$ cat config.mk
export PLATFORM = sky130hd
export DESIGN_NAME = bbal_front
export DESIGN_NICKNAME = d
export VERILOG_FILES = /design/src/bbal_pkg.sv /design/src/bbal_front.sv
export SDC_FILE = /design/constraint.sdc
export NUM_CORES = 1
export LEC_CHECK = 0
export ABC_AREA = 0
export BUFFER_PORTS_ARGS = -buffer_cell sky130_fd_sc_hd__buf_4
export CAP_MARGIN = 10
export CELL_PAD_IN_SITES_DETAIL_PLACEMENT = 0
export CELL_PAD_IN_SITES_GLOBAL_PLACEMENT = 1
export CORE_UTILIZATION = 41
export DETAILED_ROUTE_END_ITERATION = 10
export MAX_ROUTING_LAYER = met4
export PLACE_DENSITY = 0.84
export SLEW_MARGIN = 20
export SYNTH_ARGS = -nofsm -noshare
export SYNTH_HDL_FRONTEND = slang
export SYNTH_SLANG_ARGS = --single-unit
$ cat constraint.sdc
create_clock -name i_clk -period 3.95 [get_ports i_clk]
set_input_delay 0.9875 -clock i_clk [delete_from_list [all_inputs] [get_ports i_clk]]
set_output_delay 0.9875 -clock i_clk [all_outputs]
set_load 0.01 [all_outputs]
$ cat src/bbal_pkg.sv
// Shared types, constants and codes of the buddy block allocator.
// No dependencies; the RTL files refer to it by scoped names, the testbench imports it.
package bbal_pkg;

    // Field widths fixed by the transaction formats
    localparam int SIZE_W  = 27;
    localparam int OFF_W   = 22;
    localparam int ORDER_W = 4;
    localparam int STAT_W  = 3;
    localparam int HDR_W   = 10;
    // Widest minimum-block index: 256 top blocks of order 15
    localparam int IDX_W   = 23;

    // Free map word geometry
    localparam int WORD_W = 32;
    localparam int BIT_W  = 5;

    // Command queue depth between front and back
    localparam int QDEPTH = 2;

    localparam logic [HDR_W-1:0]  HDR_RESET  = 10'd40;
    localparam logic [SIZE_W-1:0] SIZE_LIMIT = 27'd100000000;

    // Parameter defaults
    localparam int MAX_ORDER_LEVEL_DEF = 10;
    localparam int TOP_BLOCKS_DEF      = 32;
    localparam int MIN_BLOCK_BYTES_DEF = 128;

    localparam logic REQ_ALLOC = 1'b0;
    localparam logic REQ_FREE  = 1'b1;

    typedef enum logic [STAT_W-1:0] {
        ST_OK        = 3'd0,
        ST_BAD_SIZE  = 3'd1,
        ST_TOO_LARGE = 3'd2,
        ST_NO_MEM    = 3'd3,
        ST_NOT_ALLOC = 3'd4
    } t_status;

    typedef struct packed {
        logic              req_type;
        logic [SIZE_W-1:0] request_size;
        logic [OFF_W-1:0]  free_offset;
    } t_req_item;

    typedef struct packed {
        logic [STAT_W-1:0]  status;
        logic [OFF_W-1:0]   block_offset;
        logic [ORDER_W-1:0] block_order;
    } t_rsp_item;

    // Classified command handed from front to back
    typedef struct packed {
        logic               is_free;
        t_status            status;
        logic [ORDER_W-1:0] order;
        logic [IDX_W-1:0]   idx;
    } t_cmd;

endpackage

$ cat src/bbal_front.sv
// Front end: accepts requests, checks sizes and offsets, picks the target
// order or minimum-block index. Depends on bbal_pkg.
module bbal_front #(
    parameter int MAX_ORDER_LEVEL = bbal_pkg::MAX_ORDER_LEVEL_DEF,
    parameter int TOP_BLOCKS      = bbal_pkg::TOP_BLOCKS_DEF,
    parameter int MIN_BLOCK_BYTES = bbal_pkg::MIN_BLOCK_BYTES_DEF
) (
    input  logic                           i_clk,
    input  logic                           i_rst_n,
    input  logic [bbal_pkg::HDR_W-1:0]     i_hdr,
    input  logic                           i_hold,
    input  logic                           i_valid,
    output logic                           o_ready,
    input  bbal_pkg::t_req_item            i_item,
    output logic                           o_cmd_valid,
    input  logic                           i_cmd_ready,
    output bbal_pkg::t_cmd                 o_cmd
);

    localparam int TOPB_W    = bbal_pkg::SIZE_W + 1;
    localparam int TOP_BYTES = MIN_BLOCK_BYTES << MAX_ORDER_LEVEL;
    localparam int MIN_COUNT = TOP_BLOCKS << MAX_ORDER_LEVEL;
    localparam int CMPW      = bbal_pkg::IDX_W + 1;
    // Reciprocal of the block size, exact for every 22-bit offset
    localparam int DSH       = bbal_pkg::OFF_W + $clog2(MIN_BLOCK_BYTES);
    localparam int RCP_W     = bbal_pkg::OFF_W + 2;
    localparam int PRD_W     = bbal_pkg::OFF_W + RCP_W;
    localparam int BCK_W     = bbal_pkg::OFF_W + $clog2(MIN_BLOCK_BYTES) + 1;
    localparam logic [RCP_W-1:0] RECIP = RCP_W'(((64'd1 << DSH)
                                         + 64'(MIN_BLOCK_BYTES) - 64'd1)
                                         / 64'(MIN_BLOCK_BYTES));

    typedef enum logic [3:0] {
        F_IDLE = 4'b0001,
        F_DIV  = 4'b0010,
        F_CHK  = 4'b0100,
        F_PUSH = 4'b1000
    } t_fstate;

    t_fstate                     r_state, n_state;
    bbal_pkg::t_req_item         r_item, n_item;
    bbal_pkg::t_cmd              r_cmd, n_cmd;
    logic [bbal_pkg::OFF_W-1:0]  r_quot, n_quot;

    logic [TOPB_W-1:0]           top_bytes;
    logic [TOPB_W-1:0]           hdr_ext;
    logic [TOPB_W-1:0]           limit;
    logic [TOPB_W-1:0]           size_ext;
    logic [bbal_pkg::ORDER_W-1:0] tgt_order;
    logic [PRD_W-1:0]            rcp_prod;
    logic [BCK_W-1:0]            back_prod;

    assign o_ready     = (r_state == F_IDLE) && !i_hold;
    assign o_cmd_valid = (r_state == F_PUSH);
    assign o_cmd       = r_cmd;

    // Size checks and target order of an allocation
    always_comb begin
        top_bytes = TOPB_W'(TOP_BYTES);
        hdr_ext   = TOPB_W'(i_hdr);
        limit     = (top_bytes > hdr_ext) ? (top_bytes - hdr_ext) : '0;
        size_ext  = TOPB_W'(i_item.request_size);
        tgt_order = bbal_pkg::ORDER_W'(MAX_ORDER_LEVEL);
        for (int j = MAX_ORDER_LEVEL - 1; j >= 0; j--) begin
            if ((TOPB_W'(MIN_BLOCK_BYTES) << j) >= size_ext) begin
                tgt_order = bbal_pkg::ORDER_W'(j);
            end
        end
    end

    // Block index by reciprocal multiply, then multiply back to check alignment
    always_comb begin
        rcp_prod  = PRD_W'(r_item.free_offset) * PRD_W'(RECIP);
        back_prod = BCK_W'(r_quot) * BCK_W'(MIN_BLOCK_BYTES);
    end

    always_comb begin
        n_state = r_state;
        n_item  = r_item;
        n_cmd   = r_cmd;
        n_quot  = r_quot;
        case (r_state)
            F_IDLE: begin
                if (i_valid && o_ready) begin
                    n_item        = i_item;
                    n_cmd.is_free = i_item.req_type;
                    n_cmd.order   = tgt_order;
                    n_cmd.idx     = '0;
                    if (i_item.req_type == bbal_pkg::REQ_FREE) begin
                        n_state = F_DIV;
                    end else begin
                        if (i_item.request_size == '0 ||
                            i_item.request_size > bbal_pkg::SIZE_LIMIT) begin
                            n_cmd.status = bbal_pkg::ST_BAD_SIZE;
                        end else if (size_ext > limit) begin
                            n_cmd.status = bbal_pkg::ST_TOO_LARGE;
                        end else begin
                            n_cmd.status = bbal_pkg::ST_OK;
                        end
                        n_state = F_PUSH;
                    end
                end
            end
            F_DIV: begin
                n_quot  = bbal_pkg::OFF_W'(rcp_prod >> DSH);
                n_state = F_CHK;
            end
            F_CHK: begin
                n_cmd.idx = bbal_pkg::IDX_W'(r_quot);
                if (back_prod != BCK_W'(r_item.free_offset) ||
                    CMPW'(r_quot) >= CMPW'(MIN_COUNT)) begin
                    n_cmd.status = bbal_pkg::ST_NOT_ALLOC;
                end else begin
                    n_cmd.status = bbal_pkg::ST_OK;
                end
                n_state = F_PUSH;
            end
            F_PUSH: begin
                if (i_cmd_ready) begin
                    n_state = F_IDLE;
                end
            end
            default: n_state = F_IDLE;
        endcase
    end

    always_ff @(posedge i_clk) begin
        if (!i_rst_n) begin
            r_state <= F_IDLE;
        end else begin
            r_state <= n_state;
        end
        r_item <= n_item;
        r_cmd  <= n_cmd;
        r_quot <= n_quot;
    end

endmodule

==> run metrics, run 1 <==
Fill cells 726; Detail Route Antenna Nets 0; area leader, netlist edfxtp_1; CTS Buffer Depth 2; Synthesis Warnings 0; hold buffers post-CTS 0; row cnt 32; I/O Pins 98; Syn Inst Count 272; CP max FO 5; Tcrit/Tclk final 91.36%; Pleak 0.001720 µW; drt pass-1 iters 5; GRT Residual Overflow 0; CTS tree done; Most used DFF post-synth edfxtp_1; final setup fails 0; relative slew slack 44.62%; IO buf count 89; overall power 1689 µW; Finished Layout Cells 478; post-CTS sizing 0; Netlist Area Pre-Place 3390 µm²; Worst Path Required 4030 ps; clock root cell clkbuf_8; DRC 0; Setup CP Type in2reg; Synth Area in XOR/XNOR 5.426%; Min-Delay Path Class reg2reg; Tot GR Track Use 17.72%; Placed Cells 462; fmax 277.1 MHz; Critical Path Start Type primary input; crit end category flop; largest family of logic cells by synthesized area simple AND/OR/NAND/NOR gates; Yosys cell types 59; Synth Area in Compound Gates 9.118%; Avg Vias per Cell 5.142; pwr/cell area 389.8 nW/µm²; drt first-iter violations 102; Setup Skew 6.405 ps; max cap viols 0; post-synthesis simple-gate area fraction 19.60%; Synth Area in Adders 7.014%; GP Congestion 0.8251; clock-pin slew on the worst setup and hold paths 60 ps; final hold violation count 0; die extent in y 92.93 µm; layout cells sized above 1 32.18%; worst skew pair latency 340 ps; Seq/Total Area, Yosys 55.52%; Die ar. 8635 µm²; pin count of the biggest net entering global routing 22; fin. max-slew vios 0; Area contributors post-synth edfxtp_1 53%, ha_1 7.0%, xor2_1 4.7%; initial antenna violation count 0; Syn Area/Cell 12.46 µm²; vias 2458; Die Span X 92.93 µm; crit path DAT 3690 ps; starting density of the core 43.19%; Synth-to-Final Area Change 27.83%; vias in the first global route 2226; Period minus WS final 3609 ps; H-tree levels 3; async set-reset flop share out of synthesis 0%; final hold slack 472.3 ps; Final HPWL DP 5609 µm; multiplexer share of the synthesized area 0%; Post-CTS Setup Inserts 0; RSZ-0062 raised after global routing false; nets 455; cts bufs inserted 9; global-route wire length before repair 11070 µm; clock sink count 64; Worst Max-Slew Pin Slew 819.1 ps; Synth Register Bits 64; drt total wl 7042 µm; worst vdd ir 0.0001420 V; Setup TNS 0 ps; drt wl/cell 14.73 µm; core area 7848 µm²; antenna diode count 0; EDFF count, synth 60; top cell type's share of synthesized area 53.16%; status completed
-- where the power goes --
group / switching (µW) / total [µW] / internal [µW]
Combinational: 187 / 346 / 159
Sequential: 43.4 / 896 / 852
Clock: 230 / 447 / 216
Total: 461 / 1690 / 1230
-- cells in the mapped netlist (4+ instances only) --
library cell and number:
nor3_1 4, nor2_1 17, o21ai_0 5, inv_1 9, dfxtp_1 4, nand3_1 6
a21oi_1 9, xor2_1 18, nor4b_1 4, nand2_1 11, ha_1 19, edfxtp_1 60
a21o_1 5, nor4_1 12, nand4_1 6, buf_4 8, and2_1 16
-- path summary, 6_finish.rpt --
path                            cells past startpoint  slack (ps)         end        from
worst max-delay path                               14         340   o_cmd[28]    i_hdr[5]
worst min-delay path                                0         470  r_quot[12]  r_item[19]
worst max register to register                      4        1640  r_item[21]  r_state[1]
worst min register to register                      0         470  r_quot[12]  r_item[19]
-- placed cells by master, fill, tap and decap left out, types with 9 or more instances in the layout --
cell / count
xor2_1: 18
nand2_1: 11
nor2_1: 17
buf_4: 93
inv_1: 9
clkbuf_8: 9
a21oi_1: 9
nor4_1: 12
edfxtp_1: 60
ha_1: 19
and2_1: 16
-- critical path: stages --
cell,delay [ps]
buf_4,120
or4_1,550
nor2_1,140
nand2_1,150
nor4_1,280
inv_1,100
nand2_1,80
ha_1,230
and4_1,210
nand4_1,110
a21oi_1,60
a211o_1,270
a221oi_1,300
nor4bb_1,100
-- metal layers --
metal	GRT usage, %	share of wire [%]
met2	26.59	48
met3	3.202	4.7
met4	8.846	2.0
met1	23.06	46
met5	-	0
-- through the flow --
step / area, µm² / setup slack [ps] / utilization [%]
6_report: 4333 / 341.1 / 55.21
2_1_floorplan: 3416 / 344.1 / -
4_1_cts: 4333 / 357.4 / 55.21
3_3_place_gp: 4179 / 50.49 / 53.25
3_5_place_dp: 4179 / 1.791 / 53.25
5_1_grt: 4333 / 125.3 / 55.21
-- area by class of cell --
cell class / instances / area, µm² / share of cell area [%]
clock inverters: 6 / 26.28 / 0.6064
flip-flops and latches: 64 / 1882 / 43.43
multi-input cells: 194 / 1438 / 33.18
clock buffers: 10 / 127.6 / 2.945
inverters: 9 / 33.78 / 0.7797
well taps: 102 / 127.6 / 2.945
repair buffers: 93 / 698.2 / 16.11
-- state kept, by name, summed over array words and instances, names as in the netlist --
signal / flops
r_quot: 15
o_cmd: 23
r_item: 22
r_state: 4
-- kinds of logic after synthesis --
logic type	after synthesis
simple gates	106
flops	64
compound gates	40
xor+xnor	21
buf+inv	21
fa+ha+maj	19
other cells	1
Note: power is estimated with default switching activity, not from simulation.
==> run 2: changes to the inputs <==
--- a/config.mk
+++ b/config.mk
@@ -10,10 +10,10 @@
 export CAP_MARGIN = 10
 export CELL_PAD_IN_SITES_DETAIL_PLACEMENT = 0
 export CELL_PAD_IN_SITES_GLOBAL_PLACEMENT = 1
-export CORE_UTILIZATION = 41
+export CORE_UTILIZATION = 44
 export DETAILED_ROUTE_END_ITERATION = 10
 export MAX_ROUTING_LAYER = met4
-export PLACE_DENSITY = 0.84
+export PLACE_DENSITY = 0.93
 export SLEW_MARGIN = 20
 export SYNTH_ARGS = -nofsm -noshare
 export SYNTH_HDL_FRONTEND = slang
==> constraint.sdc (replaced) <==
create_clock -name i_clk -period 4.2 [get_ports i_clk]
set_input_delay 1.05 -clock i_clk [delete_from_list [all_inputs] [get_ports i_clk]]
set_output_delay 1.05 -clock i_clk [all_outputs]
set_load 0.01 [all_outputs]
==> run 2 against run 1 <==
Combinational power is 5.8% lower. Global-route usage is 0.16 points lower. Critical endpoint unchanged. Clock skew is 0.97 ps lower. Clock power is 8.9% higher. Setup slack better by 86 ps. Via count hardly changed. First-iteration DRC count is 34% lower. Routed wire length is 3.4% lower. Worst hold slack hardly changed. Die area is 6.7% lower. Register-to-register slack better by 290 ps. Sequential power is 5.8% lower.
==> run metrics, run 2 (synthesis gave the netlist of run 1 again) <==
setup slack, reg-to-reg 1930 ps; global-route wire length before repair 10930 µm; crit path DAT 3830 ps; Die ar. 8059 µm²; max cap viols 0; worst vdd ir 0.0001822 V; overall power 1658 µW; Detail Route Antenna Nets 0; worst skew pair latency 320 ps; Tcrit/Tclk final 89.82%; Tot GR Track Use 17.56%; Finished Layout Cells 474; Synth-to-Final Area Change 28.50%; cts bufs inserted 9; Post-CTS Setup Inserts 0; pwr/cell area 380.7 nW/µm²; drt wl/cell 14.36 µm; initial antenna violation count 0; worst path cell trace buf_4, or4_1, nor2_1, nand2_1, nor4_1, inv_1, nand2_1, ha_1, and4_1, nand4_1, a21oi_1, a211o_1, a221oi_1, nor4bb_1; DRC 0; GP Congestion 0.8472; reg2reg end o_cmd[4]; Die Span X 89.77 µm; most common cell after layout, fill and taps aside buf_4; CP Capture Point o_cmd[28]; Worst Max-Slew Pin Slew 720.4 ps; Setup TNS 0 ps; pin count of the biggest net entering global routing 28; final setup fails 0; max reg flops 23; IO buf count 89; I/O Pins 98; hold_sp r_item[12]; Pleak 0.001734 µW; Slowest Stage Delay on Critical Path 540 ps; nets 454; vias 2457; Worst Setup SP i_hdr[5]; Setup CP Type in2reg; crit end category flop; status completed; Avg Vias per Cell 5.184; placed inst area 4168 µm²; drt pass-1 iters 4; row cnt 31; Setup Skew 5.431 ps; CTS Buffer Depth 2; die extent in y 89.77 µm; CP max FO 5; CTS tree done; hold buffers post-CTS 0; worst slack at placement 118.5 ps; Worst Reg-to-Reg Cells 3; antenna diode count 0; most frequent cells in the layout 92 x buf_4, 60 x edfxtp_1, 19 x ha_1; relative slew slack 51.30%; RSZ-0062 raised after global routing false; fin. max-slew vios 0; clock root cell clkbuf_8; Placed Cells 458; Worst Path Required 4260 ps; PnR worst setup slack 427.6 ps; Period minus WS final 3772 ps; starting density of the core 46.24%; H-tree levels 3; drt total wl 6806 µm; clock sink count 64; layout cells sized above 1 33.07%; Final HPWL DP 5504 µm; reg2reg start r_state[1]; Critical Path Start Type primary input; post-CTS sizing 0; clock-pin slew on the worst setup and hold paths 70 ps; Fill cells 598; post-route design area 4355 µm²; final hold violation count 0; vias in the first global route 2310; Min-Delay Path Class reg2reg; core area 7331 µm²; CP max stage cell or4_1; GRT Residual Overflow 0; drt first-iter violations 67; fmax 265.1 MHz; most frequent CP cell nand2_1
run 2: worst min-delay path by stage:
stage           endpoint  slack (ps)  depth (start not counted)
5_1_grt        r_quot[6]         480                          0
4_1_cts        r_quot[5]         470                          0
2_1_floorplan  r_quot[0]         450                          0
6_report       r_quot[5]         470                          0
3_3_place_gp   r_quot[5]         450                          0
3_5_place_dp   r_quot[5]         450                          0
run 2: per-stage QoR:
step                hold WS (ps)  utilization [%]
floorplan                  447.3                -
global placement           453.7            56.85
detailed placement         454.6            56.85
CTS                        470.8            59.41
global route               482.5            59.41
finish                     471.8            59.41
run 2: per-layer routing:
layer / global-route usage (%) / share of wire (%)
met4: 6.011 / 1.9
met1: 21.77 / 42
met5: - / 0
met3: 3.469 / 5.5
met2: 28.78 / 50
run 2: cell type report:
class                      instances  area (µm²)  share of cell area, %
timing repair buffer              92       690.7                  15.86
inverter                           9       33.78                 0.7756
clock buffer                      10       127.6                  2.930
multi-input combinational        194        1438                  33.01
sequential                        64        1882                  43.21
tap                               99       123.9                  2.844
clock inverter                     6       60.06                  1.379
run 2: critical path, delay by kind of cell:
kind	cells	cell delay (ps)
AOI/OAI and AO/OA	3	640
adders and majority gates	1	250
and+or+nand+nor	8	1660
buffers and inverters	2	220
run 2: report_power, final:
part	switching, µW	internal, µW	total (µW)
combinational	176	150	326
clock	217	271	487
sequential	42.8	802	844
==> run 3: changes to the inputs <==
--- a/config.mk
+++ b/config.mk
@@ -14,6 +14,7 @@
 export DETAILED_ROUTE_END_ITERATION = 10
 export MAX_ROUTING_LAYER = met4
 export PLACE_DENSITY = 0.93
+export REMOVE_ABC_BUFFERS = 1
 export SLEW_MARGIN = 20
 export SYNTH_ARGS = -nofsm -noshare
 export SYNTH_HDL_FRONTEND = slang
==> run 3 against run 2 <==
Routed wire length shrank 2.0%. Power is 0.86% lower. Setup slack lost 7.8 ps. Final cell count shrank 0.63%. Sequential power about the same. Count of clock-buffer cells in the layout decreased by 1. Non-clock buffer count decreased by 1. Register-to-register slack worse by 40 ps. Largest power group unchanged.
==> run metrics, run 3 (synthesis gave the netlist of run 1 again) <==
Tcrit/Tclk final 90.00%; Setup TNS 0 ps; Cell Int Power 1214 µW; H-tree levels 3; Psw 430.0 µW; IO buf count 89; pwr/cell area 378.5 nW/µm²; Die ar. 8059 µm²; Avg Vias per Cell 5.178; worst skew pair latency 330 ps; worst path cell trace buf_4, or4_1, nor2_1, nand2_1, nor4_1, inv_1, nand2_1, ha_1, and4_1, nand4_1, a21oi_1, a211o_1, a221oi_1, nor4bb_1; layout cells sized above 1 32.53%; GRT Residual Overflow 0; CP max stage cell or4_1; Tot GR Track Use 18.07%; post-CTS sizing 0; crit end category flop; drt wl/cell 14.16 µm; row cnt 31; Period minus WS final 3780 ps; Slowest Stage Delay on Critical Path 540 ps; drt pass-1 iters 4; Combinational Power Share 19.9%; Critical Path Start Type primary input; Synth-to-Final Area Change 28.13%; max reg flops 23; crit-path leading delay family simple AND/OR/NAND/NOR gates; fmax 264.5 MHz; most frequent CP cell nand2_1; drt first-iter violations 95; worst vdd ir 0.0001655 V; drt total wl 6671 µm; vias in the first global route 2350; pin count of the biggest net entering global routing 28; starting density of the core 46.24%; die extent in y 89.77 µm; I/O Pins 98; nets 453; Setup CP Type in2reg; Final HPWL DP 5325 µm; Pleak 0.001721 µW; CTS Buffer Depth 2; worst slack at placement 96.66 ps; initial antenna violation count 0; cts bufs inserted 9; crit path DAT 3850 ps; Min-Delay Path Class reg2reg; CP max FO 5; Setup Skew 5.009 ps; Worst Path Required 4270 ps; relative slew slack 49.24%; status completed; RSZ-0062 raised after global routing false; Die Span X 89.77 µm; fin. max-slew vios 0; final hold violation count 0; most common cell after layout, fill and taps aside buf_4; DRC 0; Worst Path Buf+Inv 2; Worst Max-Slew Pin Slew 750.8 ps; PnR worst setup slack 419.8 ps; CTS tree done; Fill cells 578; clock root cell clkbuf_8; Clk pwr share 28.7%; clock-pin slew on the worst setup and hold paths 60 ps; Detail Route Antenna Nets 0; GP Congestion 0.7715; most frequent cells in the layout 91 x buf_4, 60 x edfxtp_1, 19 x ha_1; clock sink count 64; Seq pwr share 51.5%; final setup fails 0; global-route wire length before repair 11030 µm; Switching Fraction 26.16%; max cap viols 0; core area 7331 µm²; vias 2439; hold buffers post-CTS 0; antenna diode count 0; Post-CTS Setup Inserts 0
==> run 3: per-stage QoR <==
stage                     area [µm²]  cells  total power, µW  hold slack [ps]  utilization, %
after global routing            4343    471             1723            483.8           59.24
after CTS                       4334    471             1655            470.4           59.12
final                           4343    471             1644            472.4           59.24
after floorplan                 3341    267             1012            447.3               -
after global placement          4160    457             1172            452.5           56.75
after detailed placement        4160    457             1185            459.7           56.75
==> run 3: final cells by class <==
| class | count | area, µm² | share of cell area (%) |
|---|---|---|---|
| Clock inverter | 5 | 50.05 | 1.152 |
| Clock buffer | 9 | 123.9 | 2.852 |
| Timing Repair Buffer | 91 | 683.2 | 15.73 |
| Tap cell | 99 | 123.9 | 2.852 |
| Multi-Input combinational cell | 194 | 1446 | 33.30 |
| Inverter | 9 | 33.78 | 0.7779 |
| Sequential cell | 64 | 1882 | 43.33 |
==> run 3: power by group through the flow <==
stage	sequential, µW	clock (µW)	combinational (µW)
after detailed placement	857	0	328
after floorplan	862	0	150
final	846	471	327
after CTS	843	484	328
after global routing	855	507	361
after global placement	851	0	320
==> run 3: worst paths after layout <==
kind	start	to	slack (ps)	cells after the start
max reg2reg	r_state[0]	o_cmd[4]	1890	3
min	r_item[7]	r_quot[0]	470	0
max	i_hdr[5]	o_cmd[28]	420	14
min reg2reg	r_item[7]	r_quot[0]	470	0
==> run 3: metal layers <==
metal	GRT usage [%]	wire length [µm]	share of wire, %
met4	7.923	99	1.5
met1	21.63	2930	44
met5	-	0	0
met2	29.62	3340	50
met3	3.638	301	4.5
