$ cat config.mk
export PLATFORM = sky130hd
export DESIGN_NAME = bbal_cmd_q
export DESIGN_NICKNAME = d
export VERILOG_FILES = /design/src/bbal_pkg.sv /design/src/bbal_cmd_q.sv
export SDC_FILE = /design/constraint.sdc
export NUM_CORES = 1
export LEC_CHECK = 0
export BUFFER_PORTS_ARGS = -buffer_cell sky130_fd_sc_hd__buf_2
export CAP_MARGIN = 40
export CORE_UTILIZATION = 45
export CTS_BUF_LIST = sky130_fd_sc_hd__clkbuf_4 sky130_fd_sc_hd__clkbuf_8 sky130_fd_sc_hd__clkbuf_16
export DETAILED_ROUTE_END_ITERATION = 16
export PLACE_DENSITY = 0.7
export SLEW_MARGIN = 10
export SYNTH_ARGS = -nofsm -noshare
export SYNTH_HDL_FRONTEND = slang
export SYNTH_SLANG_ARGS = --single-unit
$ cat constraint.sdc
create_clock -name i_clk -period 2.4 [get_ports i_clk]
set_clock_uncertainty 0.05 [all_clocks]
set_input_delay 0.24 -clock i_clk [delete_from_list [all_inputs] [get_ports i_clk]]
set_output_delay 0.24 -clock i_clk [all_outputs]
set_load 0.005 [all_outputs]
$ cat src/bbal_pkg.sv
// Shared types, constants and codes of the buddy block allocator.
// No dependencies; the RTL files refer to it by scoped names, the testbench imports it.
package bbal_pkg;

    // Field widths fixed by the transaction formats
    localparam int SIZE_W  = 27;
    localparam int OFF_W   = 22;
    localparam int ORDER_W = 4;
    localparam int STAT_W  = 3;
    localparam int HDR_W   = 10;
    // Widest minimum-block index: 256 top blocks of order 15
    localparam int IDX_W   = 23;

    // Free map word geometry
    localparam int WORD_W = 32;
    localparam int BIT_W  = 5;

    // Command queue depth between front and back
    localparam int QDEPTH = 2;

    localparam logic [HDR_W-1:0]  HDR_RESET  = 10'd40;
    localparam logic [SIZE_W-1:0] SIZE_LIMIT = 27'd100000000;

    // Parameter defaults
    localparam int MAX_ORDER_LEVEL_DEF = 10;
    localparam int TOP_BLOCKS_DEF      = 32;
    localparam int MIN_BLOCK_BYTES_DEF = 128;

    localparam logic REQ_ALLOC = 1'b0;
    localparam logic REQ_FREE  = 1'b1;

    typedef enum logic [STAT_W-1:0] {
        ST_OK        = 3'd0,
        ST_BAD_SIZE  = 3'd1,
        ST_TOO_LARGE = 3'd2,
        ST_NO_MEM    = 3'd3,
        ST_NOT_ALLOC = 3'd4
    } t_status;

    typedef struct packed {
        logic              req_type;
        logic [SIZE_W-1:0] request_size;
        logic [OFF_W-1:0]  free_offset;
    } t_req_item;

    typedef struct packed {
        logic [STAT_W-1:0]  status;
        logic [OFF_W-1:0]   block_offset;
        logic [ORDER_W-1:0] block_order;
    } t_rsp_item;

    // Classified command handed from front to back
    typedef struct packed {
        logic               is_free;
        t_status            status;
        logic [ORDER_W-1:0] order;
        logic [IDX_W-1:0]   idx;
    } t_cmd;

endpackage

$ cat src/bbal_cmd_q.sv
// Short command queue between the front end and the allocation engine.
// Depends on bbal_pkg for the command type and depth.
module bbal_cmd_q (
    input  logic           i_clk,
    input  logic           i_rst_n,
    input  logic           i_push_valid,
    output logic           o_push_ready,
    input  bbal_pkg::t_cmd i_push_cmd,
    output logic           o_pop_valid,
    input  logic           i_pop_ready,
    output bbal_pkg::t_cmd o_pop_cmd
);

    localparam int PTR_W = $clog2(bbal_pkg::QDEPTH);
    localparam int CNT_W = $clog2(bbal_pkg::QDEPTH + 1);

    bbal_pkg::t_cmd   r_mem [bbal_pkg::QDEPTH];
    logic [PTR_W-1:0] r_wp, r_rp;
    logic [CNT_W-1:0] r_cnt;
    logic             push, pop;

    assign o_push_ready = (r_cnt != CNT_W'(bbal_pkg::QDEPTH));
    assign o_pop_valid  = (r_cnt != '0);
    assign o_pop_cmd    = r_mem[r_rp];
    assign push         = i_push_valid && o_push_ready;
    assign pop          = o_pop_valid && i_pop_ready;

    // Advance pointers on each transaction
    always_ff @(posedge i_clk) begin
        if (!i_rst_n) begin
            r_wp  <= '0;
            r_rp  <= '0;
            r_cnt <= '0;
        end else begin
            if (push) begin
                r_wp <= (r_wp == PTR_W'(bbal_pkg::QDEPTH - 1)) ? '0 : r_wp + 1'b1;
            end
            if (pop) begin
                r_rp <= (r_rp == PTR_W'(bbal_pkg::QDEPTH - 1)) ? '0 : r_rp + 1'b1;
            end
            if (push && !pop) begin
                r_cnt <= r_cnt + 1'b1;
            end else if (pop && !push) begin
                r_cnt <= r_cnt - 1'b1;
            end
        end
        if (push) begin
            r_mem[r_wp] <= i_push_cmd;
        end
    end

endmodule

==> results.json, run 1 <==
{
  "crit_path_max_fanout": 16,
  "cts_tree": "yes",
  "cap_viol_max_count": 0,
  "ys_seq_area_frac": 0.7947,
  "start_util": 0.4743,
  "design.core.area_um2": 5205,
  "setup_violations": 0,
  "port_buffers": 67,
  "synth_top_family_by_area": "multiplexers",
  "drc": 0,
  "antenna_cells": 0,
  "route.vias.total": 1315,
  "antenna_found_initial": 0,
  "postCtsSetupBuffers": 0,
  "grt_overflow": 0,
  "synthAdderAreaFrac": 0.005068,
  "drt-total-wl_um": 4219,
  "end_kind": "output pin",
  "power.leakage_nw": 1.205,
  "wl_per_cell_um": 15.29,
  "viasPerCell": 4.764,
  "worstMarginPinSlew_ns": 0.2283,
  "grt_pass1_wl_um": 6755,
  "grt_max_degree": 17,
  "cellPowerDensity_nw_per_um2": 1036,
  "crit_cells": 3,
  "fin_crit_ns": 1.700,
  "hpwl_um": 2992,
  "die_height_um": 76.07,
  "setup_tns_ns": 0,
  "synth.distinct_cells": 19,
  "worstSkewPairLatency_ns": 0.32,
  "synth_seq_cells": 67,
  "chipWidth_um": 76.07,
  "crit_arrival_ns": 1.41,
  "areaGrowthSynthToFinish_pct": 27.17,
  "die_area_um2": 5786,
  "rsz0062_at_grt": "false",
  "ir_drop_uv": 667.7,
  "synthMuxAreaShare": 0.1414,
  "crit_chain": "buf_4, mux2_2, buf_2",
  "hold_violations": 0,
  "maxSlewHeadroom": 0.8478,
  "mostFrequentLayoutCells": "67 x buf_2, 62 x edfxtp_1, 31 x mux2_2, 12 x clkbuf_8, 6 x buf_4",
  "cts.sinks": 67,
  "critical_path.top_delay_family": "buffers and inverters",
  "layout-drive-gt1-share": 0.5971,
  "htreeDepth": 3,
  "synthSimpleGateAreaFrac": 0.02636,
  "layout.nets": 237,
  "first_pass_iters": 2,
  "whs_path_depth": 1,
  "yosys.area_share.xor_xnor": 0.01064,
  "post_cts_resized": 0,
  "syn_area_per_cell_um2": 20.57,
  "cp-start-kind": "flop",
  "cp.required_ns": 2.11,
  "max_freq_ghz": 0.5882,
  "hp-class": "primary input to flop",
  "crit_type": "flop to output pin",
  "dp_slack_ns": 0.7408,
  "r2r_cells": 5,
  "critPathMaxStageDelay_ns": 0.37,
  "path_clk_slew_ns": 0.07,
  "cts_max_path_buffers": 2,
  "gp_congestion": 0.6902,
  "placementRows": 26,
  "layout_commonest_cell": "buf_2",
  "drt-initial-drc-count": 50,
  "final-max-slew-violation-count": 0,
  "grtUsageTotal": 0.1569,
  "ctsHoldBuffers": 0,
  "io_pins": 68,
  "slowest_stage": "mux2_2",
  "yosys_warnings": 0,
  "fin_ws_ns": 0.6999,
  "syn-cell-area_um2": 2469,
  "fin_crit_sh": 0.7084,
  "status": "finished clean",
  "cts_made_buffers": 9,
  "drtAntennaViolNets": 0,
  "grt_pass1_vias": 1410,
  "crit_buf_inv": 2,
  "root_buffer": "clkbuf_8",
  "synthesis.nets": 156,
  "netlist_instances": 120,
  "synth_compound_area_frac": 0.01419
}
-- cell type report --
type	instances	area [um^2]
clock inverters	1	30.03
fillers	434	2066
flip-flops and latches	67	1962
well taps	70	87.58
repair buffers	73	380.4
multi-input cells	49	488.0
inverters	1	3.754
clock buffers	15	187.7
-- state kept, by name (all words and copies together), names as in the netlist, named ones only --
register  cells
r_cnt         2
r_rp          1
r_mem        62
r_wp          1
-- layer usage --
metal / routed length (um) / GRT usage / vias to the layer above
met2: 2287 / 0.2727 / 35
met5: 0 / 0 / -
met3: 188 / 0.04910 / 7
met1: 1679 / 0.1777 / 645
met4: 64 / 0.06923 / 0
li1: - / - / 628
-- power breakdown --
group / total (mW) / switching, mW / internal [mW]
Combinational: 0.760 / 0.350 / 0.410
Clock: 0.974 / 0.373 / 0.601
Sequential: 1.52 / 0.0573 / 1.46
-- worst register-to-register path: stages, from the launching register on --
cell	delay (ns)
dfxtp_1	0.36
nand2b_4	0.18
and2_1	0.16
ha_1	0.34
or3_1	0.38
a21boi_1	0.14
-- synth_stat cells --
cell | count | area [um^2]
buf_2 | 3 | 15.01
nand3b_1 | 1 | 7.510
a21boi_0 | 1 | 7.510
edfxtp_1 | 62 | 1862
xor2_1 | 1 | 8.760
o21ai_0 | 1 | 5.000
inv_1 | 1 | 3.750
a21bo_2 | 1 | 10.01
mux2_2 | 31 | 349.1
and3_1 | 1 | 6.260
or2_2 | 1 | 6.260
and2_1 | 4 | 25.02
or3_1 | 1 | 6.260
dfxtp_1 | 5 | 100.1
nand2b_4 | 1 | 13.76
xnor2_1 | 2 | 17.52
o21ai_1 | 1 | 5.000
a21boi_1 | 1 | 7.510
ha_1 | 1 | 12.51
-- worst paths after layout --
path / start / endpoint / slack (ns)
worst max register to register: r_cnt[0] / r_cnt[1] / 0.73
worst max-delay path: flop / o_pop_cmd[25] / 0.70
worst min register to register: r_cnt[1] / r_cnt[1] / 0.52
worst min-delay path: i_push_cmd[7] / r_mem[0][7] / 0.05
-- metrics by stage --
step | cell area (um^2) | utilization | hold WS [ns] | power [mW] | cells
after CTS | 3139 | 0.6031 | 0.03972 | 3.296 | 276
after detailed placement | 2922 | 0.5613 | 0.3824 | 2.320 | 260
after floorplan | 2469 | - | 0.2889 | 1.992 | 120
after global routing | 3139 | 0.6031 | 0.02929 | 3.420 | 276
after global placement | 2922 | 0.5613 | 0.3800 | 2.275 | 260
final | 3139 | 0.6031 | 0.05191 | 3.254 | 276
-- kinds of logic (layout without fill, tap and decap cells) --
| kind of cell | Yosys count | count (layout) |
|---|---|---|
| compound gates | 5 | 5 |
| xor+xnor | 3 | 3 |
| fa+ha+maj | 1 | 1 |
| buf+inv | 4 | 90 |
| flops | 67 | 67 |
| mux | 31 | 31 |
| simple gates | 9 | 9 |
Note: power is estimated with default switching activity, not from simulation.
==> inputs of run 2 (changes only) <==
--- a/config.mk
+++ b/config.mk
@@ -10,7 +10,7 @@
 export CORE_UTILIZATION = 45
 export CTS_BUF_LIST = sky130_fd_sc_hd__clkbuf_4 sky130_fd_sc_hd__clkbuf_8 sky130_fd_sc_hd__clkbuf_16
 export DETAILED_ROUTE_END_ITERATION = 16
-export PLACE_DENSITY = 0.7
+export PLACE_DENSITY = 0.73
 export SLEW_MARGIN = 10
 export SYNTH_ARGS = -nofsm -noshare
 export SYNTH_HDL_FRONTEND = slang
==> constraint.sdc (replaced) <==
create_clock -name i_clk -period 1.5 [get_ports i_clk]
set_clock_uncertainty 0.05 [all_clocks]
set_input_delay 0.15 -clock i_clk [delete_from_list [all_inputs] [get_ports i_clk]]
set_output_delay 0.15 -clock i_clk [all_outputs]
set_load 0.005 [all_outputs]
==> run 2 against run 1 <==
The flow now finishes with violations (setup timing). Global-route usage is 3.3 points higher. Clock-buffer cell count is 5 lower. Cell count is 13% higher. Clock power is 60% higher. Register-to-register slack worse by 0.77 ns. Power is 83% higher. Non-clock buffer count is 35 higher. Sequential cell count stayed put. Critical path type unchanged. Via count is 13% higher.
==> results.json, run 2 (synthesis results as in run 1) <==
{
  "fin_ws_ns": -0.06243,
  "cp.required_ns": 1.30,
  "reg_top3": "r_mem x62, r_cnt x2",
  "cts.sinks": 67,
  "antenna_found_initial": 0,
  "first_pass_iters": 4,
  "largest-register": "r_mem",
  "worstMarginPinSlew_ns": 0.2743,
  "grtUsageTotal": 0.1899,
  "largest_register_ffs": 62,
  "wl_per_cell_um": 15.94,
  "drc": 0,
  "root_buffer": "clkbuf_8",
  "end_kind": "output pin",
  "final_cells": 311,
  "drt-total-wl_um": 4958,
  "viasPerCell": 4.778,
  "power.internal_mw": 4.473,
  "cp-start-kind": "flop",
  "ir_drop_uv": 957.1,
  "start_util": 0.4743,
  "power.leakage_nw": 1.466,
  "io_pins": 68,
  "chipWidth_um": 76.07,
  "grt_pass1_wl_um": 8059,
  "crit_type": "flop to output pin",
  "hold_violations": 0,
  "clockPowerShare": 0.263,
  "layout_commonest_cell": "edfxtp_1",
  "placementRows": 26,
  "grt_pass1_vias": 1686,
  "cts_made_buffers": 9,
  "r2r_slack_ns": -0.04,
  "areaGrowthSynthToFinish_pct": 53.12,
  "pwr-share-comb": 0.321,
  "die_height_um": 76.07,
  "hpwl_um": 2866,
  "crit_arrival_ns": 1.36,
  "fillers": 332,
  "violations": "setup timing",
  "worstSkewPairLatency_ns": 0.33,
  "grt_max_degree": 25,
  "antenna_cells": 0,
  "die_area_um2": 5786,
  "final-max-slew-violation-count": 0,
  "fin_crit_ns": 1.562,
  "layout.nets": 272,
  "path_clk_slew_ns": 0.06,
  "max_freq_ghz": 0.6400,
  "drtAntennaViolNets": 0,
  "crit_path_max_fanout": 11,
  "design.core.area_um2": 5205,
  "route.vias.total": 1486,
  "rsz0062_at_grt": "true",
  "cellPowerDensity_nw_per_um2": 1572,
  "maxSlewHeadroom": 0.8152,
  "mostFrequentLayoutCells": "62 x edfxtp_1, 51 x buf_2, 31 x dlygate4sd3_1, 18 x mux2_4, 18 x buf_6",
  "cts_tree": "yes",
  "dp_cells": 262,
  "grt_overflow": 0,
  "p_sw_mw": 1.469,
  "htreeDepth": 3,
  "p_seq_frac": 0.417,
  "port_buffers": 67,
  "drt-initial-drc-count": 46,
  "hp-class": "primary input to flop",
  "setup_violations": 32,
  "layout-drive-gt1-share": 0.5602,
  "switching_share": 0.2472,
  "cap_viol_max_count": 0,
  "fin_crit_sh": 1.042,
  "fin_hold_ws_ns": 0.04497,
  "cts_max_path_buffers": 2,
  "status": "complete, but fails checks",
  "total_power_mw": 5.942,
  "fin_util": 0.7262,
  "gp_congestion": 0.7381
}
-- run 2: changes by cell type in the layout (fill, tap and decap cells not counted), sizes merged --
cell and delta:
buf +4, bufinv +1, clkbuf -5, clkinv +3, clkinvlp +2, dlygate4sd3 +31, inv -1
-- run 2: final cells by class --
| class | count | area (um^2) | share of cell area |
|---|---|---|---|
| Timing Repair Buffer | 108 | 905.9 | 0.2397 |
| Inverter | 1 | 7.507 | 0.001986 |
| Multi-Input combinational cell | 49 | 596.8 | 0.1579 |
| Tap cell | 70 | 87.58 | 0.02317 |
| Clock inverter | 6 | 80.08 | 0.02119 |
| Clock buffer | 10 | 131.4 | 0.03476 |
| Sequential cell | 67 | 1971 | 0.5213 |
-- run 2: power by group through the flow --
stage	Clock, mW	Sequential, mW	Combinational (mW)
3_3_place_gp	0	2.45	1.31
5_1_grt	1.66	2.50	2.04
2_1_floorplan	0	2.45	0.762
4_1_cts	1.59	2.47	1.81
6_report	1.56	2.48	1.90
3_5_place_dp	0	2.47	1.36
-- run 2: critical path: stages (launching register included) --
cell and delay [ns]:
dfxtp_4 0.41, buf_12 0.16, mux2_2 0.34, buf_2 0.13
-- run 2: timing repair --
item,CTS,global route
setup endpoints to repair,32,33
pin swaps,3,0
hold buffers,31,0
buffers inserted,1,0
endpoints found under the hold margin,62,0
gates resized for setup,39,10
cloned,1,0
-- run 2: path summary, 6_finish.rpt --
| kind | from | endpoint | depth (start not counted) |
|---|---|---|---|
| worst max-delay path | flop | o_pop_cmd[3] | 3 |
| worst min register to register | r_wp | r_wp | 2 |
| worst min-delay path | i_rst_n | r_cnt[0] | 2 |
| worst max register to register | r_cnt[0] | r_cnt[1] | 6 |
-- run 2: layer usage --
metal	share of wire	vias to the layer above	global-route usage
li1	-	700	-
met2	0.55	47	0.3464
met5	0	-	0
met4	0.029	0	0.1077
met3	0.043	13	0.04790
met1	0.38	726	0.1984
-- run 2: stage by stage --
step | worst slack (ns) | TNS [ns] | area, um^2
floorplan | 0.009415 | 0 | 2487
global placement | 0.03093 | 0 | 3005
detailed placement | -0.09048 | -0.09048 | 3005
CTS | -0.07343 | -1.593 | 3734
global route | -0.1141 | -2.766 | 3780
finish | -0.06243 | -1.216 | 3780
==> inputs of run 3 (changes only) <==
--- a/config.mk
+++ b/config.mk
@@ -7,10 +7,10 @@
 export LEC_CHECK = 0
 export BUFFER_PORTS_ARGS = -buffer_cell sky130_fd_sc_hd__buf_2
 export CAP_MARGIN = 40
-export CORE_UTILIZATION = 45
+export CORE_UTILIZATION = 42
 export CTS_BUF_LIST = sky130_fd_sc_hd__clkbuf_4 sky130_fd_sc_hd__clkbuf_8 sky130_fd_sc_hd__clkbuf_16
 export DETAILED_ROUTE_END_ITERATION = 16
-export PLACE_DENSITY = 0.73
+export PLACE_DENSITY = 0.69
 export SLEW_MARGIN = 10
 export SYNTH_ARGS = -nofsm -noshare
 export SYNTH_HDL_FRONTEND = slang
==> constraint.sdc (replaced) <==
create_clock -name i_clk -period 1.5 [get_ports i_clk]
set_clock_uncertainty 0.05 [all_clocks]
set_input_delay 0.15 -clock i_clk [delete_from_list [all_inputs] [get_ports i_clk]]
set_output_delay 0.15 -clock i_clk [all_outputs]
set_load 0.02 [all_outputs]
==> run 3 against run 2 <==
The run still ends with setup timing left. Register-to-register slack better by 0.06 ns. Sequential share of layout area is 2.0 points higher. Non-clock buffer count stayed put. Critical path depth stayed put. Clock power is 13% lower. Clock-buffer cell count is 4 higher. Combinational power is 5% higher. Routed wire length is 5.0% lower. Fmax is 0.95% lower. Critical path type unchanged.
==> results.json, run 3 (synthesis results as in run 1) <==
{
  "status": "complete, but fails checks",
  "violations": "setup timing",
  "fin_crit_sh": 1.052,
  "htreeDepth": 3,
  "placementRows": 27,
  "cts_made_buffers": 9,
  "maxSlewHeadroom": 0.7990,
  "dp_cells": 264,
  "route.vias.total": 1484,
  "drt-total-wl_um": 4711,
  "max_freq_ghz": 0.6340,
  "viasPerCell": 4.741,
  "largest-register": "r_mem",
  "die_height_um": 78.67,
  "areaGrowthSynthToFinish_pct": 47.44,
  "worst_r2r_startpoint": "r_cnt[0]",
  "crit_arrival_ns": 1.38,
  "cts_max_path_buffers": 2,
  "critPathMaxStageDelay_ns": 0.40,
  "power.leakage_nw": 1.400,
  "port_buffers": 67,
  "reg_top3": "r_mem x62, r_cnt x2",
  "layout.nets": 272,
  "io_pins": 68,
  "fin_ws_ns": -0.07736,
  "cts.sinks": 67,
  "drc": 0,
  "antenna_found_initial": 0,
  "fillers": 407,
  "crit_chain": "buf_12, mux2_2, buf_2",
  "layout_commonest_cell": "edfxtp_1",
  "r2r_slack_ns": 0.02,
  "cts_tree": "yes",
  "path_clk_slew_ns": 0.07,
  "final-max-slew-violation-count": 0,
  "fin_util": 0.6530,
  "slowest_stage": "dfxtp_4",
  "grtUsageTotal": 0.1637,
  "crit_type": "flop to output pin",
  "setup_violations": 31,
  "start_util": 0.4429,
  "crit_path_max_fanout": 11,
  "r2r-end": "r_cnt[1]",
  "cap_viol_max_count": 0,
  "cp-start-kind": "flop",
  "antenna_cells": 0,
  "crit_buf_inv": 2,
  "first_pass_iters": 4,
  "total_power_mw": 5.818,
  "end_kind": "output pin",
  "worstHoldStart": "i_rst_n",
  "setup_tns_ns": -1.694,
  "gp_congestion": 0.6782,
  "final_cells": 313,
  "worstSkewPairLatency_ns": 0.32,
  "drt-initial-drc-count": 64,
  "worstHoldEndpoint": "r_rp",
  "cp.required_ns": 1.30,
  "hold_violations": 0,
  "grt_pass1_wl_um": 7300,
  "dp_slack_ns": -0.04048,
  "largest_register_ffs": 62,
  "mostFrequentLayoutCells": "62 x edfxtp_1, 57 x buf_2, 31 x dlygate4sd3_1, 26 x mux2_2, 12 x clkbuf_8",
  "die_area_um2": 6188,
  "fin_crit_ns": 1.577,
  "cellPowerDensity_nw_per_um2": 1598,
  "grt_overflow": 0,
  "critical_path.top_delay_family": "flip-flops",
  "hpwl_um": 2998,
  "wl_per_cell_um": 15.05,
  "layout-drive-gt1-share": 0.5560,
  "chipWidth_um": 78.67,
  "root_buffer": "clkbuf_8",
  "r2r_cells": 6,
  "ir_drop_uv": 1040,
  "whs_path_depth": 2,
  "hp-class": "primary input to flop",
  "worstMarginPinSlew_ns": 0.2994,
  "grt_max_degree": 19,
  "rsz0062_at_grt": "true",
  "drtAntennaViolNets": 0,
  "design.core.area_um2": 5574,
  "grt_pass1_vias": 1620
}
==> run 3: cell count changes in the layout (fill, tap and decap cells not counted), sizes merged <==
cell      previous run  this run
bufinv               2         0
clkinvlp             2         1
clkinv               3         2
clkbuf              10        14
==> run 3: cell type report <==
cell class / count / area (um^2) / share of cell area
multi-input combinational: 49 / 523.0 / 0.1437
timing repair buffer: 108 / 858.3 / 0.2358
sequential: 67 / 1971 / 0.5414
clock buffer: 14 / 180.2 / 0.04950
clock inverter: 2 / 10.01 / 0.002750
tap: 72 / 90.09 / 0.02475
inverter: 1 / 7.507 / 0.002063
==> run 3: worst max-delay path by stage <==
stage              from       endpoint  slack [ns]  depth (start not counted)
3_3_place_gp   r_cnt[0]       r_cnt[1]        0.03                          6
3_5_place_dp   r_cnt[1]       r_cnt[1]       -0.04                          6
2_1_floorplan  r_cnt[0]    r_mem[0][0]       -0.03                          3
4_1_cts            flop  o_pop_cmd[10]       -0.11                          3
6_report           flop  o_pop_cmd[17]       -0.08                          3
5_1_grt            flop  o_pop_cmd[10]       -0.14                          3
==> run 3: power by group <==
group	internal, mW	total (mW)	leakage, nW	switching (mW)
clock	0.768	1.36	0.103	0.594
sequential	2.36	2.46	0.622	0.109
combinational	1.02	1.99	0.675	0.973
==> run 3: through the flow <==
| step | instance area (um^2) | hold slack [ns] |
|---|---|---|
| after CTS | 3586 | 0.02464 |
| after global routing | 3640 | 0.02261 |
| after global placement | 3020 | 0.2892 |
| after detailed placement | 3020 | 0.2921 |
| after floorplan | 2487 | 0.1989 |
| final | 3640 | 0.03943 |
==> run 3: timing repair <==
| item | in CTS | in global routing |
|---|---|---|
| hold endpoints to repair | 62 | 0 |
| pin swaps | 1 | 0 |
| resized for setup | 12 | 17 |
| setup endpoints to repair | 32 | 32 |
| hold buffers | 31 | 0 |
| gates cloned | 1 | 0 |
| setup buffers | 1 | 0 |
==> run 3: per-layer routing <==
layer,track usage,routed length (um),vias to the layer above
met5,0,0,-
met4,0.08889,128,0
met3,0.05814,227,14
met2,0.2765,2419,53
met1,0.1788,1936,718
li1,-,-,699
